==> src/tlvrs_pkg.sv <==
// ----------------------------------------------------------------------------
// tlvrs_pkg: shared types and constants of the TLV record store
// Holds the field widths, the status and mode codes, and the command and
// status bundles that join the controller to the datapath.
// ----------------------------------------------------------------------------
package tlvrs_pkg;

    // Defaults for the top-level parameters.
    localparam int PAGE_BYTES_DEF  = 2048;
    localparam int MAX_PAGES_DEF   = 16;

    // Fixed record format.
    localparam int WORD_BYTES      = 8;
    localparam int HEADER_BYTES    = 8;
    localparam int HEADER_WORDS    = HEADER_BYTES / WORD_BYTES;
    localparam int MAX_VALUE_BYTES = 256;
    localparam int MAX_VALUE_WORDS = (MAX_VALUE_BYTES + WORD_BYTES - 1) / WORD_BYTES;
    localparam int VALUE_N_W       = $clog2(MAX_VALUE_WORDS + 1);

    // Field widths.
    localparam int TAG_W      = 16;
    localparam int LEN_W      = 9;
    localparam int WORD_W     = 64;
    localparam int PAGES_W    = 5;
    localparam int HDR_LEN_W  = 16;

    // Largest header-to-header step a stored header can ask for.
    localparam int MAX_JUMP   = HEADER_WORDS + (2 ** HDR_LEN_W + WORD_BYTES - 2) / WORD_BYTES;
    localparam int JUMP_W     = $clog2(MAX_JUMP + 1);

    localparam logic [TAG_W-1:0]   FREE_TAG           = 16'hFFFF;
    localparam logic [PAGES_W-1:0] REGION_PAGES_RESET = 5'd16;

    typedef enum logic [1:0] {
        ST_OK        = 2'd0,
        ST_INVALID   = 2'd1,
        ST_FULL      = 2'd2,
        ST_NOT_FOUND = 2'd3
    } status_t;

    typedef enum logic {
        MODE_INSERT = 1'b0,
        MODE_READ   = 1'b1
    } mode_t;

    // Commands from the controller to the datapath.
    typedef struct packed {
        logic    clear_wr;
        logic    capture;
        logic    ins_reset;
        logic    set_pending;
        status_t pending_code;
        logic    scan_start;
        logic    scan_read;
        logic    scan_eval;
        logic    ins_commit;
        logic    write_value;
        logic    ins_close;
        logic    rd_start;
        logic    rd_read;
        logic    rd_load;
        logic    emit;
        status_t emit_code;
    } tlvrs_cmd_t;

    // Status from the datapath to the controller.
    typedef struct packed {
        logic    clear_last;
        logic    mode_read;
        logic    first;
        logic    last;
        logic    bad_arg;
        logic    tag_free;
        logic    off_in_range;
        logic    hdr_free;
        logic    hit;
        logic    fits;
        logic    value_zero;
        logic    can_write;
        logic    rd_last;
        logic    out_free;
        status_t pending;
    } tlvrs_stat_t;

endpackage

==> src/tlvrs_ctrl.sv <==
// ----------------------------------------------------------------------------
// tlvrs_ctrl: sequencing state machine of the TLV record store
// Runs the clearing pass, the header walk, the insert and the read-out
// steps by issuing commands to the datapath.
// ----------------------------------------------------------------------------
module tlvrs_ctrl (
    input  logic                   clk,
    input  logic                   rst_n,
    input  logic                   in_valid,
    output logic                   in_ready,
    input  tlvrs_pkg::tlvrs_stat_t stat,
    output tlvrs_pkg::tlvrs_cmd_t  cmd
);

    import tlvrs_pkg::*;

    typedef enum logic [10:0] {
        S_CLEAR    = 11'b000_0000_0001,
        S_IDLE     = 11'b000_0000_0010,
        S_DECIDE   = 11'b000_0000_0100,
        S_SCAN_RD  = 11'b000_0000_1000,
        S_SCAN_EV  = 11'b000_0001_0000,
        S_SCAN_END = 11'b000_0010_0000,
        S_INS_VAL  = 11'b000_0100_0000,
        S_EMIT     = 11'b000_1000_0000,
        S_RD_ISSUE = 11'b001_0000_0000,
        S_RD_LOAD  = 11'b010_0000_0000,
        S_SPARE    = 11'b100_0000_0000
    } state_t;

    state_t  state_reg;
    state_t  state_next;
    status_t emit_code_reg;
    status_t emit_code_next;

    assign in_ready = (state_reg == S_IDLE);

    always_comb
    begin
        cmd            = '0;
        cmd.pending_code = ST_OK;
        cmd.emit_code  = emit_code_reg;
        state_next     = state_reg;
        emit_code_next = emit_code_reg;
        unique case (state_reg)
            S_CLEAR:
            begin
                cmd.clear_wr = 1'b1;
                if (stat.clear_last)
                begin
                    state_next = S_IDLE;
                end
            end
            S_IDLE:
            begin
                if (in_valid)
                begin
                    cmd.capture = 1'b1;
                    state_next  = S_DECIDE;
                end
            end
            S_DECIDE:
            begin
                if (stat.mode_read)
                begin
                    if (stat.tag_free)
                    begin
                        emit_code_next = ST_INVALID;
                        state_next     = S_EMIT;
                    end
                    else
                    begin
                        cmd.scan_start = 1'b1;
                        state_next     = S_SCAN_RD;
                    end
                end
                else if (stat.first)
                begin
                    cmd.ins_reset = 1'b1;
                    if (stat.bad_arg)
                    begin
                        cmd.set_pending  = 1'b1;
                        cmd.pending_code = ST_INVALID;
                        state_next       = S_INS_VAL;
                    end
                    else
                    begin
                        cmd.scan_start = 1'b1;
                        state_next     = S_SCAN_RD;
                    end
                end
                else
                begin
                    state_next = S_INS_VAL;
                end
            end
            S_SCAN_RD:
            begin
                if (stat.off_in_range)
                begin
                    cmd.scan_read = 1'b1;
                    state_next    = S_SCAN_EV;
                end
                else
                begin
                    state_next = S_SCAN_END;
                end
            end
            S_SCAN_EV:
            begin
                cmd.scan_eval = 1'b1;
                state_next    = stat.hdr_free ? S_SCAN_END : S_SCAN_RD;
            end
            S_SCAN_END:
            begin
                if (stat.mode_read)
                begin
                    if (!stat.hit)
                    begin
                        emit_code_next = ST_NOT_FOUND;
                        state_next     = S_EMIT;
                    end
                    else if (stat.value_zero)
                    begin
                        emit_code_next = ST_OK;
                        state_next     = S_EMIT;
                    end
                    else
                    begin
                        cmd.rd_start = 1'b1;
                        state_next   = S_RD_ISSUE;
                    end
                end
                else
                begin
                    if (stat.hit && stat.fits)
                    begin
                        cmd.ins_commit = 1'b1;
                    end
                    else
                    begin
                        cmd.set_pending  = 1'b1;
                        cmd.pending_code = ST_FULL;
                    end
                    state_next = S_INS_VAL;
                end
            end
            S_INS_VAL:
            begin
                cmd.write_value = stat.can_write;
                if (stat.last)
                begin
                    cmd.ins_close  = 1'b1;
                    emit_code_next = stat.pending;
                    state_next     = S_EMIT;
                end
                else
                begin
                    state_next = S_IDLE;
                end
            end
            S_EMIT:
            begin
                if (stat.out_free)
                begin
                    cmd.emit   = 1'b1;
                    state_next = S_IDLE;
                end
            end
            S_RD_ISSUE:
            begin
                if (stat.out_free)
                begin
                    cmd.rd_read = 1'b1;
                    state_next  = S_RD_LOAD;
                end
            end
            S_RD_LOAD:
            begin
                cmd.rd_load = 1'b1;
                state_next  = stat.rd_last ? S_IDLE : S_RD_ISSUE;
            end
            default:
            begin
                state_next = S_IDLE;
            end
        endcase
    end

    always_ff @(posedge clk or negedge rst_n)
    begin
        if (!rst_n)
        begin
            state_reg     <= S_CLEAR;
            emit_code_reg <= ST_OK;
        end
        else
        begin
            state_reg     <= state_next;
            emit_code_reg <= emit_code_next;
        end
    end

endmodule

==> config.mk <==
export PLATFORM = sky130hd
export DESIGN_NAME = tlvrs_ctrl
export DESIGN_NICKNAME = d
export VERILOG_FILES = /design/src/tlvrs_pkg.sv /design/src/tlvrs_ctrl.sv
export SDC_FILE = /design/constraint.sdc
export NUM_CORES = 1
export LEC_CHECK = 0
export BUFFER_PORTS_ARGS = -buffer_cell sky130_fd_sc_hd__buf_2
export CORE_MARGIN = 3
export CORE_UTILIZATION = 30
export DETAILED_ROUTE_END_ITERATION = 12
export PLACE_DENSITY_LB_ADDON = 0.25
export SLEW_MARGIN = 20
export SYNTH_ARGS = -nofsm -noshare
export SYNTH_HDL_FRONTEND = slang
export SYNTH_SLANG_ARGS = --single-unit
==> constraint.sdc <==
create_clock -name clk -period 5.51 [get_ports clk]
set_clock_uncertainty 0.15 [all_clocks]
set_input_delay 1.102 -clock clk [delete_from_list [all_inputs] [get_ports clk]]
set_output_delay 1.102 -clock clk [all_outputs]
set_load 0.005 [all_outputs]
# After elaboration in Yosys (flattened, before gate mapping)
# Cells that the tools add are included.
[classes] eq_ne=19 n_mux=53 n_reduce_logical=4
[op_table] op="$pmux W11 S10" count=1
[op_table] op="$mux W11" count=6
[op_table] op="$mux W9" count=3
[op_table] op="$mux W1" count=23
[op_table] op="$mux W8" count=2
[op_table] op="$ne A2 B2 Y1 const B" count=8
[op_table] op="$mux W2" count=7
[op_table] op="$mux W7" count=2
[op_table] op="$mux W6" count=2
[op_table] op="$eq A11 B1 Y1 const B" count=1
[op_table] op="$eq A11 B10 Y1 const B" count=1
[op_table] op="$eq A11 B2 Y1 const B" count=1
[op_table] op="$eq A11 B3 Y1 const B" count=1
[op_table] op="$eq A11 B4 Y1 const B" count=1
[op_table] op="$eq A11 B5 Y1 const B" count=1
[op_table] op="$eq A11 B6 Y1 const B" count=1
[op_table] op="$eq A11 B7 Y1 const B" count=1
[op_table] op="$eq A11 B8 Y1 const B" count=1
[op_table] op="$eq A11 B9 Y1 const B" count=1
[op_table] op="$mux W3" count=3
[op_table] op="$pmux W2 S3" count=1
[op_table] op="$pmux W3 S2" count=1
[op_table] op="$reduce_and A6 Y1" count=1
[op_table] op="$mux W5" count=1
[op_table] op="5 further kinds" count=5
[totals] reg_bits=13 elab_cells=78

# Longest topological paths before layout
[logic_depth] ltp_word=4 ltp_mapped=6

# Worst setup path before layout
# OpenSTA, ideal clock, no wires.
[synth_path] path_kind="in2out" start="input stat[14] (netlist bit)" end="output cmd[14] (netlist bit)" t_arrival_ps=1768 required_ps=4258 setup_slack_ps=2490 cell_stages=4 path_buffers=0 cell_sequence="inv_1 -> and3_1 -> and2_1 -> or2_2"
[synth_rtl] item="start, declared" line_no="tlvrs_ctrl.sv:11" rtl="input tlvrs_pkg::tlvrs_stat_t stat,"
[synth_rtl] item="end, declared" line_no="tlvrs_ctrl.sv:12" rtl="output tlvrs_pkg::tlvrs_cmd_t cmd"

==> impl_metrics.json <==
{
  "status": "completed",
  "ir_drop_mv": 0.139,
  "clock-root-buffer": "clkbuf_4",
  "place_area_um2": 1150,
  "crit_start": "state_reg[6]",
  "antenna_found_initial": 0,
  "critPathKind": "flip-flop to output port",
  "drtIter0Drc": 29,
  "place_congestion": 0.830,
  "whs_ns": 0.361,
  "synth_nets": 125,
  "critPathLaunchType": "flip-flop",
  "hold_violations": 0,
  "vias": 910,
  "grt-ovfl-total": 0,
  "yosysUniqueCellTypes": 44,
  "cts_tree": "done",
  "place_worst_setup_slack_ns": 2.23,
  "cts_buffer_depth": 2,
  "start_util_pct": 32.9,
  "final-setup-viol-count": 0,
  "rr_endpoint": "state_reg[1]",
  "io_pins": 38,
  "period_share_pct": 62.9,
  "cts_sinks": 12,
  "cellLeakagePower_nw": 0.604,
  "hold_path_class": "flip-flop to flip-flop",
  "crit_end": "cmd[16]",
  "drtPass1Iterations": 4,
  "finalPower_uw": 406,
  "viasPerCell": 4.89,
  "post_cts_buffers": 0,
  "fin_nets": 164,
  "async_flop_share_pct": 100,
  "cts_max_level": 1,
  "arrival_ns": 2.21,
  "final_cells": 186,
  "yosysWarningCount": 0,
  "post_cts_resized": 0,
  "ys_dominant_reg_cell": "dfrtp_1",
  "die_area_um2": 3890,
  "detail-route-antenna-nets": 0,
  "dp_hpwl_um": 1870,
  "dp.cells": 182,
  "cts_buffers": 3,
  "wl_per_cell_um": 12.4,
  "ys_seq_area_share_pct": 31.6,
  "synth-seq-cells": 12,
  "maxCapViolCount": 0,
  "stdcell_area_um2": 1190,
  "rows": 19,
  "synthCells": 106,
  "timing.rr.start": "state_reg[6]",
  "rrSetupSlack_ns": 3.23,
  "largest_register_ffs": 10,
  "synthesis.area_um2": 953,
  "wl_um": 2310,
  "grt_max_degree": 13,
  "rsz0062_at_grt": "no",
  "dieWidth_um": 62.4,
  "gr-usage-all-layers_pct": 12.5,
  "relSlewSlack_pct": 73.6,
  "drive_gt1_share_pct": 41.0,
  "portBuffers": 37,
  "worst_slack_ns": 2.05,
  "n_antenna_cell": 0,
  "post-route-util_pct": 41.0,
  "reg2reg_depth": 5,
  "worstMarginPinSlew_ns": 0.394,
  "cts.clk_slew.worst_paths_ns": 0.09,
  "grt_pass1_wl_um": 4000,
  "synth_edf_count": 0,
  "power.density_nw_per_um2": 341,
  "setup_tns_ns": 0,
  "chipHeight_um": 62.4,
  "maxSlewViolCount": 0,
  "drc": 0,
  "path_max_fanout": 9,
  "avgSynthCellArea_um2": 8.99,
  "clkLatencyLatePin_ns": 0.28,
  "area_growth_pct": 24.7,
  "endpoint_kind": "output port",
  "fin_crit_ns": 3.46,
  "max_freq_mhz": 289,
  "first_global_vias": 907,
  "required_ns": 4.26,
  "holdBufCountCts": 0,
  "core-area_um2": 2900
}
-- kinds of logic after synthesis --
logic type	synth area share (%)
AO/OA/AOI/OAI	13.5
XOR/XNOR	2.76
buffers and inverters	5.64
flip-flops	31.6
multiplexers	4.59
AND/OR/NAND/NOR	41.9
-- critical path: stages (launching register included) --
cell	delay, ns
dfrtp_1	0.49
nor3_1	0.40
nand2_1	0.15
or3_2	0.49
nor2_1	0.17
and2_1	0.13
buf_2	0.10
-- layout make-up --
| type | count | area [µm²] |
|---|---|---|
| repair buffers | 37 | 185 |
| fillers | 305 | 1710 |
| clock buffers | 4 | 36.3 |
| multi-input cells | 87 | 598 |
| flip-flops and latches | 12 | 302 |
| well taps | 42 | 52.6 |
| inverters | 4 | 15.0 |
-- layer usage --
metal / global-route usage [%] / vias up / part of all wire [%]
li1: - / 458 / -
met1: 16.0 / 428 / 46
met2: 21.0 / 22 / 49
met3: 3.42 / 2 / 4.4
met4: 2.48 / 0 / 0.56
met5: 0 / - / 0
-- Yosys cell counts, drive strengths merged, types with 2 or more instances --
| cell | n | share of area (%) |
|---|---|---|
| a21oi | 3 | 1.6 |
| and3 | 2 | 1.3 |
| xor2 | 2 | 1.8 |
| and4 | 3 | 3.0 |
| nor4 | 3 | 4.2 |
| inv | 4 | 1.6 |
| o211ai | 2 | 1.6 |
| or3 | 2 | 1.4 |
| nand2b | 4 | 2.6 |
| clkbuf | 2 | 2.9 |
| nand2 | 10 | 3.9 |
| o21ai | 6 | 3.1 |
| and2 | 8 | 5.5 |
| and2b | 2 | 1.8 |
| nor3b | 2 | 1.6 |
| mux2 | 3 | 3.5 |
| nor2 | 8 | 3.1 |
| nor3 | 10 | 5.8 |
| dfrtp | 11 | 29 |
-- where the power goes --
part / leakage, nW / internal, mW / switching [mW]
combinational: 0.428 / 0.0980 / 0.0978
sequential: 0.155 / 0.105 / 0.0313
clock: 0.0210 / 0.0402 / 0.0330
total: 0.604 / 0.244 / 0.162
-- worst min path at each step --
stage | from | slack [ns] | end | depth (start not counted)
after floorplan | emit_code_reg[0] | 0.35 | emit_code_reg[0] | 1
after global placement | emit_code_reg[1] | 0.34 | emit_code_reg[1] | 1
after detailed placement | emit_code_reg[1] | 0.35 | emit_code_reg[1] | 1
after CTS | emit_code_reg[1] | 0.37 | emit_code_reg[1] | 1
after global routing | emit_code_reg[1] | 0.38 | emit_code_reg[1] | 1
final | emit_code_reg[1] | 0.36 | emit_code_reg[1] | 1
-- placed cells by master, fill, tap and decap left out, drive strengths merged, types with 2 or more instances in the layout --
| cell type | instances |
|---|---|
| a21oi | 3 |
| and2 | 8 |
| and2b | 2 |
| and3 | 2 |
| and4 | 3 |
| buf | 37 |
| clkbuf | 4 |
| dfrtp | 11 |
| inv | 4 |
| mux2 | 3 |
| nand2 | 10 |
| nand2b | 4 |
| nor2 | 8 |
| nor3 | 10 |
| nor3b | 2 |
| nor4 | 3 |
| o211ai | 2 |
| o21ai | 6 |
| or3 | 2 |
| xor2 | 2 |
Note: power is estimated with default switching activity, not from simulation.
